<file path="src/rtl/mta_pkg.sv">
// ----------------------------------------------------------------------------
// mta_pkg
// Shared types and constants for the motion-to-arrow tap unit.
// ----------------------------------------------------------------------------
`timescale 1ns / 1ps
`default_nettype none

package mta_pkg;

  localparam int MTA_MAX_TAPS = 4;

  localparam int ACC_W   = 32;
  localparam int DELTA_W = 16;
  localparam int THR_W   = 15;
  localparam int IDLE_W  = 10;
  localparam int CMD_W   = 2;
  localparam int DIR_W   = 2;
  localparam int CFG_IDX_W  = 2;
  localparam int CFG_DATA_W = 15;
  localparam int PROD_W  = ACC_W + THR_W;

  localparam logic [THR_W-1:0]  THR_RST  = THR_W'(16);
  localparam logic [IDLE_W-1:0] IDLE_LIMIT_RST = IDLE_W'(150);
  localparam logic [IDLE_W-1:0] IDLE_MAX = {IDLE_W{1'b1}};

  typedef enum logic [CMD_W-1:0] {
    CMD_TICK   = 2'd0,
    CMD_X_MOVE = 2'd1,
    CMD_Y_MOVE = 2'd2,
    CMD_NONE   = 2'd3
  } mta_cmd_code_t;

  typedef enum logic [DIR_W-1:0] {
    DIR_LEFT  = 2'd0,
    DIR_RIGHT = 2'd1,
    DIR_UP    = 2'd2,
    DIR_DOWN  = 2'd3
  } mta_dir_t;

  typedef enum logic [CFG_IDX_W-1:0] {
    REG_X_THR      = 2'd0,
    REG_Y_THR      = 2'd1,
    REG_IDLE_LIMIT = 2'd2,
    REG_UNUSED     = 2'd3
  } mta_reg_idx_t;

  typedef enum logic [1:0] {
    ST_IDLE,
    ST_EVAL,
    ST_CHECK
  } mta_state_t;

  typedef struct packed {
    logic eval;
    logic step;
  } mta_ctl_t;

  typedef struct packed {
    logic x_ready;
    logic y_ready;
  } mta_stat_t;

  typedef struct packed {
    logic emit;
    logic tap_valid;
    logic last;
  } mta_emit_t;

endpackage

`default_nettype wire

</file>
<file path="src/rtl/motion_to_arrow_tap_unit.sv">
// ----------------------------------------------------------------------------
// motion_to_arrow_tap_unit
// Turns relative X/Y pointer motion into left/right/up/down tap beats.
// ----------------------------------------------------------------------------
//   channel  dir  handshake           payload
//   in_      in   in_valid/in_stall   in_command, in_motion_delta
//   out_     out  out_valid/out_stall out_tap_valid, out_tap_direction,
//                                     out_last_of_run
//   cfg_     in   cfg_valid/cfg_ready cfg_index, cfg_data
//
// A tick or unused command is taken without stalling the input. A motion
// beat with n taps (n <= MAX_TAPS) stalls the input until its run is done:
// each tap is an evaluate state (magnitudes and ratio products registered)
// and a decide state. Output stalls hold the sequencer in the decide state.
// Reset restores thresholds 16, idle limit 150, clears the accumulators.
// ----------------------------------------------------------------------------
`timescale 1ns / 1ps
`default_nettype none

module motion_to_arrow_tap_unit #(
  parameter int MAX_TAPS = mta_pkg::MTA_MAX_TAPS
) (
  input  wire logic                                clk,
  input  wire logic                                rst_n,
  input  wire logic                                in_valid,
  output logic                                     in_stall,
  input  wire logic [mta_pkg::CMD_W-1:0]           in_command,
  input  wire logic signed [mta_pkg::DELTA_W-1:0]  in_motion_delta,
  output logic                                     out_valid,
  input  wire logic                                out_stall,
  output logic                                     out_tap_valid,
  output logic [mta_pkg::DIR_W-1:0]                out_tap_direction,
  output logic                                     out_last_of_run,
  input  wire logic                                cfg_valid,
  output logic                                     cfg_ready,
  input  wire logic [mta_pkg::CFG_IDX_W-1:0]       cfg_index,
  input  wire logic [mta_pkg::CFG_DATA_W-1:0]      cfg_data
);
  import mta_pkg::*;

  logic [THR_W-1:0]  x_thr_r, y_thr_r;
  logic [IDLE_W-1:0] idle_lim_r;
  logic              out_valid_r, out_tv_r, out_last_r;
  logic [DIR_W-1:0]  out_dir_r;

  logic       accept, motion, busy, out_free;
  mta_ctl_t   ctl;
  mta_stat_t  stat;
  mta_emit_t  emit;
  logic [DIR_W-1:0] tap_dir;

  assign cfg_ready = 1'b1;
  assign in_stall  = busy;
  assign accept    = in_valid && !busy;
  assign motion    = (in_command == CMD_X_MOVE) || (in_command == CMD_Y_MOVE);
  assign out_free  = !out_valid_r || !out_stall;

  always_ff @(posedge clk) begin
    if (!rst_n) begin
      x_thr_r    <= THR_RST;
      y_thr_r    <= THR_RST;
      idle_lim_r <= IDLE_LIMIT_RST;
    end else if (cfg_valid && cfg_ready) begin
      case (cfg_index)
        REG_X_THR:      x_thr_r    <= cfg_data[THR_W-1:0];
        REG_Y_THR:      y_thr_r    <= cfg_data[THR_W-1:0];
        REG_IDLE_LIMIT: idle_lim_r <= cfg_data[IDLE_W-1:0];
        default: begin
        end
      endcase
    end
  end

  always_ff @(posedge clk) begin
    if (!rst_n) begin
      out_valid_r <= 1'b0;
    end else if (emit.emit) begin
      out_valid_r <= 1'b1;
    end else if (!out_stall) begin
      out_valid_r <= 1'b0;
    end
  end

  always_ff @(posedge clk) begin
    if (emit.emit) begin
      out_tv_r   <= emit.tap_valid;
      out_dir_r  <= emit.tap_valid ? tap_dir : DIR_LEFT;
      out_last_r <= emit.last;
    end
  end

  assign out_valid         = out_valid_r;
  assign out_tap_valid     = out_tv_r;
  assign out_tap_direction = out_dir_r;
  assign out_last_of_run   = out_last_r;

  mta_ctrl #(
    .MAX_TAPS(MAX_TAPS)
  ) u_ctrl (
    .clk           (clk),
    .rst_n         (rst_n),
    .motion_accept (accept && motion),
    .out_free      (out_free),
    .stat          (stat),
    .ctl           (ctl),
    .emit          (emit),
    .busy          (busy)
  );

  mta_dp u_dp (
    .clk        (clk),
    .rst_n      (rst_n),
    .accept     (accept),
    .command    (in_command),
    .delta      (in_motion_delta),
    .x_thr      (x_thr_r),
    .y_thr      (y_thr_r),
    .idle_limit (idle_lim_r),
    .ctl        (ctl),
    .stat       (stat),
    .tap_dir    (tap_dir)
  );

endmodule

`default_nettype wire

</file>
<file path="src/rtl/mta_ctrl.sv">
// ----------------------------------------------------------------------------
// mta_ctrl
// Sequencer: evaluates the accumulators, issues taps and emits result beats.
// ----------------------------------------------------------------------------
`timescale 1ns / 1ps
`default_nettype none

module mta_ctrl #(
  parameter int MAX_TAPS = mta_pkg::MTA_MAX_TAPS
) (
  input  wire logic             clk,
  input  wire logic             rst_n,
  input  wire logic             motion_accept,
  input  wire logic             out_free,
  input  mta_pkg::mta_stat_t    stat,
  output mta_pkg::mta_ctl_t     ctl,
  output mta_pkg::mta_emit_t    emit,
  output logic                  busy
);
  import mta_pkg::*;

  localparam int CNT_W = $clog2(MAX_TAPS + 1);

  mta_state_t       state_r, state_nxt;
  logic [CNT_W-1:0] count_r, count_nxt;
  logic             pend_r, pend_nxt;
  logic             more;

  always_ff @(posedge clk) begin
    if (!rst_n) begin
      state_r <= ST_IDLE;
      count_r <= '0;
      pend_r  <= 1'b0;
    end else begin
      state_r <= state_nxt;
      count_r <= count_nxt;
      pend_r  <= pend_nxt;
    end
  end

  assign more = (stat.x_ready || stat.y_ready) && (count_r != CNT_W'(MAX_TAPS));

  always_comb begin
    state_nxt = state_r;
    count_nxt = count_r;
    pend_nxt  = pend_r;
    ctl       = '0;
    emit      = '0;
    busy      = 1'b1;
    case (state_r)
      ST_IDLE: begin
        busy = 1'b0;
        if (motion_accept) begin
          state_nxt = ST_EVAL;
          count_nxt = '0;
          pend_nxt  = 1'b0;
        end
      end
      ST_EVAL: begin
        ctl.eval  = 1'b1;
        state_nxt = ST_CHECK;
      end
      ST_CHECK: begin
        if (!more) begin
          if (out_free) begin
            emit.emit      = 1'b1;
            emit.tap_valid = pend_r;
            emit.last      = 1'b1;
            pend_nxt       = 1'b0;
            state_nxt      = ST_IDLE;
          end
        end else if (!pend_r || out_free) begin
          emit.emit      = pend_r;
          emit.tap_valid = 1'b1;
          emit.last      = 1'b0;
          ctl.step       = 1'b1;
          pend_nxt       = 1'b1;
          count_nxt      = count_r + CNT_W'(1);
          state_nxt      = ST_EVAL;
        end
      end
      default: begin
        state_nxt = ST_IDLE;
      end
    endcase
  end

endmodule

`default_nettype wire

</file>
<file path="src/rtl/mta_dp.sv">
// ----------------------------------------------------------------------------
// mta_dp
// Datapath: axis accumulators, idle counter, readiness and ratio compare.
// ----------------------------------------------------------------------------
`timescale 1ns / 1ps
`default_nettype none

module mta_dp (
  input  wire logic                          clk,
  input  wire logic                          rst_n,
  input  wire logic                          accept,
  input  wire logic [mta_pkg::CMD_W-1:0]     command,
  input  wire logic signed [mta_pkg::DELTA_W-1:0] delta,
  input  wire logic [mta_pkg::THR_W-1:0]     x_thr,
  input  wire logic [mta_pkg::THR_W-1:0]     y_thr,
  input  wire logic [mta_pkg::IDLE_W-1:0]    idle_limit,
  input  mta_pkg::mta_ctl_t                  ctl,
  output mta_pkg::mta_stat_t                 stat,
  output logic [mta_pkg::DIR_W-1:0]          tap_dir
);
  import mta_pkg::*;

  logic signed [ACC_W-1:0] x_acc_r, x_acc_nxt;
  logic signed [ACC_W-1:0] y_acc_r, y_acc_nxt;
  logic [IDLE_W-1:0]       idle_r, idle_nxt;
  logic                    xr_r, yr_r;
  logic [PROD_W-1:0]       px_r, py_r;
  logic [DIR_W-1:0]        dir_r, dir_nxt;

  logic [THR_W-1:0]        xth, yth;
  logic [ACC_W-1:0]        ax, ay;
  logic signed [ACC_W-1:0] base, summed;
  logic signed [ACC_W:0]   sum;
  logic                    drop, use_x;

  assign xth = (x_thr == '0) ? THR_W'(1) : x_thr;
  assign yth = (y_thr == '0) ? THR_W'(1) : y_thr;

  assign ax = x_acc_r[ACC_W-1] ? ACC_W'(-x_acc_r) : ACC_W'(x_acc_r);
  assign ay = y_acc_r[ACC_W-1] ? ACC_W'(-y_acc_r) : ACC_W'(y_acc_r);

  assign drop = idle_r > idle_limit;
  assign base = drop ? '0 : ((command == CMD_X_MOVE) ? x_acc_r : y_acc_r);
  assign sum  = {base[ACC_W-1], base} + (ACC_W+1)'(delta);

  always_comb begin
    if (sum[ACC_W] != sum[ACC_W-1]) begin
      summed = sum[ACC_W] ? {1'b1, {(ACC_W-1){1'b0}}} : {1'b0, {(ACC_W-1){1'b1}}};
    end else begin
      summed = sum[ACC_W-1:0];
    end
  end

  assign use_x = xr_r && (!yr_r || (px_r >= py_r));

  always_comb begin
    x_acc_nxt = x_acc_r;
    y_acc_nxt = y_acc_r;
    idle_nxt  = idle_r;
    dir_nxt   = dir_r;
    if (accept) begin
      case (command)
        CMD_TICK: begin
          if (idle_r != IDLE_MAX) begin
            idle_nxt = idle_r + IDLE_W'(1);
          end
        end
        CMD_X_MOVE: begin
          idle_nxt  = '0;
          x_acc_nxt = summed;
          if (drop) begin
            y_acc_nxt = '0;
          end
        end
        CMD_Y_MOVE: begin
          idle_nxt  = '0;
          y_acc_nxt = summed;
          if (drop) begin
            x_acc_nxt = '0;
          end
        end
        default: begin
        end
      endcase
    end else if (ctl.step) begin
      if (use_x) begin
        if (x_acc_r > 0) begin
          dir_nxt   = DIR_RIGHT;
          x_acc_nxt = x_acc_r - ACC_W'(xth);
        end else begin
          dir_nxt   = DIR_LEFT;
          x_acc_nxt = x_acc_r + ACC_W'(xth);
        end
      end else begin
        if (y_acc_r > 0) begin
          dir_nxt   = DIR_DOWN;
          y_acc_nxt = y_acc_r - ACC_W'(yth);
        end else begin
          dir_nxt   = DIR_UP;
          y_acc_nxt = y_acc_r + ACC_W'(yth);
        end
      end
    end
  end

  always_ff @(posedge clk) begin
    if (!rst_n) begin
      x_acc_r <= '0;
      y_acc_r <= '0;
      idle_r  <= IDLE_MAX;
      xr_r    <= 1'b0;
      yr_r    <= 1'b0;
    end else begin
      x_acc_r <= x_acc_nxt;
      y_acc_r <= y_acc_nxt;
      idle_r  <= idle_nxt;
      if (ctl.eval) begin
        xr_r <= ax >= ACC_W'(xth);
        yr_r <= ay >= ACC_W'(yth);
      end
    end
  end

  // ratio compare: |x|/xth >= |y|/yth  <=>  |x|*yth >= |y|*xth
  always_ff @(posedge clk) begin
    dir_r <= dir_nxt;
    if (ctl.eval) begin
      px_r <= PROD_W'(ax) * PROD_W'(yth);
      py_r <= PROD_W'(ay) * PROD_W'(xth);
    end
  end

  assign stat.x_ready = xr_r;
  assign stat.y_ready = yr_r;
  assign tap_dir      = dir_r;

endmodule

`default_nettype wire

</file>
<file path="config.mk">
export PLATFORM = sky130hd
export DESIGN_NAME = motion_to_arrow_tap_unit
export DESIGN_NICKNAME = d
export VERILOG_FILES = /design/src/rtl/mta_pkg.sv /design/src/rtl/motion_to_arrow_tap_unit.sv /design/src/rtl/mta_ctrl.sv /design/src/rtl/mta_dp.sv
export SDC_FILE = /design/constraint.sdc
export NUM_CORES = 2
export LEC_CHECK = 0
export ABC_AREA = 1
export BUFFER_PORTS_ARGS = -buffer_cell sky130_fd_sc_hd__buf_2
export CAP_MARGIN = 20
export CORE_UTILIZATION = 29
export CTS_CLUSTER_DIAMETER = 40
export CTS_CLUSTER_SIZE = 30
export DETAILED_ROUTE_END_ITERATION = 10
export SYNTH_ARGS = -nofsm -noshare
export SYNTH_HDL_FRONTEND = slang
export SYNTH_SLANG_ARGS = --single-unit
</file>
<file path="constraint.sdc">
create_clock -name clk -period 7.7 [get_ports clk]
set_clock_uncertainty 0.05 [all_clocks]
set_input_delay 1.54 -clock clk [delete_from_list [all_inputs] [get_ports clk]]
set_output_delay 1.54 -clock clk [all_outputs]
set_load 0.005 [all_outputs]
</file>
==> impl_results.md <==
* Status: finished, final reports clean
* Internal cell power at 5.87 mW
* Die ar. at about 170,000 um^2
* Top cell type's share of synthesized area at 0.312
* Count of nets after finishing at around 8.2k
* # clock sinks at around 220
* Clock transition at path regs at about 0.060 ns
* Final hold viol count at 0
* FFs w/ async S/R, synth at 0
* Num CTS Buffers at 47
* WL per Instance at approximately 21 um
* Layout cells sized above 1 at 0.0801
* Max Used Layer: met4
* Non-filler cells in the finished layout at 9,347
* Drt drc at 0
* Via count at about 47k
* CP arrival at between 7 and 8 ns
* First-pass GRT wire length at approximately 300,000 um
* Slew @ Worst Pin at around 1.1 ns
* P&R area growth vs syn at 12.4%
* Hpwl dp at around 160,000 um
* Slew HR at 0.280
* Syn_area_per_cell at 7.30 um^2
* Final Cycle Share at 0.966
* Pin count of the biggest net entering global routing at 83
* Routed Antenna Nets at 0
* Core footprint at 172,000 um^2
* Initial Utilization at 0.292
* Crit. End Element: flop
* Rows at roughly 150
* Worst hold path type: flop to flop
* Vert. Die Dim at ~420 um
* Min Tclk post-route at 7.44 ns
* Max-cap violation count at 0
* WHS at around 0.42 ns
* Largest area contributor in the netlist: fa_1
* Sequential power share at 0.133
* Met2 WL at between 80,000 and 90,000 um
* VDD IR max at 175 uV
* Number of distinct library cells after synthesis at 64
* Post-Route Utilization at 0.328
* Startpoint Class: flop
* Synth Register Bits at 223
* Sw Pwr at 7.15 mW
* Post-synth top flop: dfxtp_1
* Gate power share at 0.699
* RSZ-0062 raised after global routing: true
* Metal3 WL at about 16,000 um
* Number of synthesized flops with an enable pin at 100
* Num ports at 47
* Leak pwr at between 20 and 30 nW
* GPL Wtd Cong at 1.03
* Multi-input gate area at ~39,000 um^2
* Sw frac at 0.549
* Cell Area, Synth at approximately 50,000 um^2
* Fill count at ~19k
* Pre-CTS setup slack at roughly 0.000046 ns
* Sequential area share after synthesis at 0.109
* # setup viols final at 0
* DRT iter0 DRCs at 4,567
* CTS tree: yes
* Number of global-route vias before repair at a little under 50k
* Critical Path Fanout Max at 14
* Fin Setup TNS at 0 ns
* Design Area, Final at 56,300 um^2
* YS warnings at 0
* Root Driver: clkbuf_16
* Placed insts at between 9k and 10k
* WP data required at 7.98 ns
* Metal-1 WL at approximately 82,000 um
* Synthesized instance count at a little under 7k
* Max Fclk at 0.134 GHz
* Total Routing Usage GR at 0.225
* Drt pass-1 iters at 6
* FF+latch area at between 5000 and 6000 um^2
* Post-place instance area at ~54,000 um^2
* Tot Pwr at between 10 and 15 mW
* H-tree depth at 2
* GRT overflow at 0
* Clock network power share at 0.168
* Hold buffer count at cts at 0
* Initial antenna violation count at 10
* Syn nets at roughly 8k
* Most frequent cells after synthesis: nand2_1 (1,374), inv_1 (1,329), nor2_1 (1,020)
* PnR worst setup slack at ~0.26 ns
* CP Class: flop to flop
* Clock Latency Late Sink at slightly above 0.6 ns
* Most frequent cell after synthesis: nand2_1
* Synth area leaders: fa_1 (31%), ha_1 (10%), nand2_1 (10%)
* DR vias/cell at around 5
* Die X at 417 um
* Clk buf depth at 3
* Routed Wire Length at 197,000 um
* # port buffers at 45
* Slew Viols, Final at 0
* Power per Cell Area at 231 nW/um^2
==> area by class of cell <==
type,count,share of cell area
inverter,1387,0.0937
clock buffer,51,0.0217
multi-input combinational,5051,0.690
tap,2310,0.0514
timing repair inverter,2,0.000222
clock inverter,37,0.00776
timing repair buffer,282,0.0377
sequential,223,0.0973
antenna,4,0.000178
==> cell families after synthesis <==
kind of cell	after synthesis	synth area share
fa+ha+maj	1194	0.415
other cells	1	0.0000750
xor+xnor	161	0.0283
simple gates	2862	0.234
buf+inv	1578	0.121
compound gates	832	0.0923
flops	223	0.109
==> registers in the layout (all words and copies together), names as in the netlist <==
| signal | count |
|---|---|
| idle_lim_r | 10 |
| out_last_of_run | 1 |
| out_tap_direction | 2 |
| out_tap_valid | 1 |
| out_valid | 1 |
| u_ctrl.count_r | 3 |
| u_ctrl.pend_r | 1 |
| u_ctrl.state_r | 2 |
| u_dp.idle_r | 10 |
| u_dp.px_r | 47 |
| u_dp.py_r | 47 |
| u_dp.tap_dir | 2 |
| u_dp.x_acc_r | 32 |
| u_dp.xr_r | 1 |
| u_dp.y_acc_r | 32 |
| u_dp.yr_r | 1 |
| x_thr_r | 15 |
| y_thr_r | 15 |
==> critical path, cell delays in order (launching register included) <==
cell,delay (ns)
dfxtp_1,0.31
nor2_1,0.35
nand2_1,0.09
nor2_1,0.28
nand2_1,0.11
nor2_2,0.43
nor2_4,0.26
clkinv_1,0.14
buf_4,0.24
nand2_1,0.11
fa_1,0.51
fa_1,0.55
inv_1,0.04
ha_1,0.27
ha_1,0.29
inv_1,0.05
fa_1,0.45
fa_1,0.52
inv_1,0.05
ha_1,0.34
inv_1,0.09
o21bai_1,0.21
a21oi_2,0.10
o21ai_1,0.27
a21boi_1,0.14
o21ai_0,0.31
a21oi_1,0.14
xor2_1,0.46
==> power by group through the flow <==
stage / logic [mW] / clock network [mW] / registers, mW
floorplan: 5.66 / 0 / 1.65
global placement: 8.77 / 0 / 1.74
detailed placement: 8.80 / 0 / 1.74
CTS: 8.87 / 2.22 / 1.72
global route: 10.0 / 2.26 / 1.74
finish: 9.10 / 2.18 / 1.74
==> layout by cell type (no fill, tap or decap), drive strengths merged, types with 3 or more instances in the layout <==
| cell type | netlist | layout |
|---|---|---|
| a211oi | 38 | 38 |
| a21boi | 9 | 9 |
| a21o | 24 | 24 |
| a21oi | 414 | 414 |
| a221oi | 3 | 3 |
| a31oi | 30 | 30 |
| and3 | 7 | 7 |
| buf | 46 | 282 |
| bufinv | 0 | 5 |
| clkbuf | 145 | 51 |
| clkinv | 32 | 31 |
| clkinvlp | 0 | 20 |
| dfxtp | 123 | 123 |
| diode | 0 | 4 |
| edfxtp | 100 | 100 |
| fa | 779 | 779 |
| ha | 415 | 415 |
| inv | 1355 | 1370 |
| nand2 | 1400 | 1400 |
| nand3 | 283 | 283 |
| nand3b | 11 | 11 |
| nand4 | 36 | 36 |
| nor2 | 1050 | 1051 |
| nor3 | 53 | 53 |
| nor4 | 12 | 12 |
| o211ai | 19 | 19 |
| o21a | 19 | 19 |
| o21ai | 238 | 238 |
| o21bai | 26 | 26 |
| o31ai | 3 | 3 |
| or2 | 6 | 6 |
| xnor2 | 58 | 58 |
| xor2 | 103 | 103 |
==> per-layer routing <==
layer,vias up,global-route usage
met1,23300,0.301
met3,450,0.0266
li1,21400,-
met2,2113,0.366
met5,-,0
met4,0,0.0976
==> path summary, 6_finish.rpt <==
check | start | endpoint | slack (ns) | depth (start not counted)
min reg2reg | idle_lim_r[6] | idle_lim_r[6] | 0.42 | 2
max | x_thr_r[10] | u_dp.py_r[22] | 0.26 | 27
min | idle_lim_r[6] | idle_lim_r[6] | 0.42 | 2
max reg2reg | x_thr_r[10] | u_dp.py_r[22] | 0.26 | 27
==> repair_timing <==
item | in CTS | in global routing
gates resized for setup | 1 | 91
pin swaps | 0 | 6
buffers inserted | 0 | 9
gates cloned | 0 | 3
endpoints found under the setup margin | 1 | 47
Power figures use the tool's default switching activity.
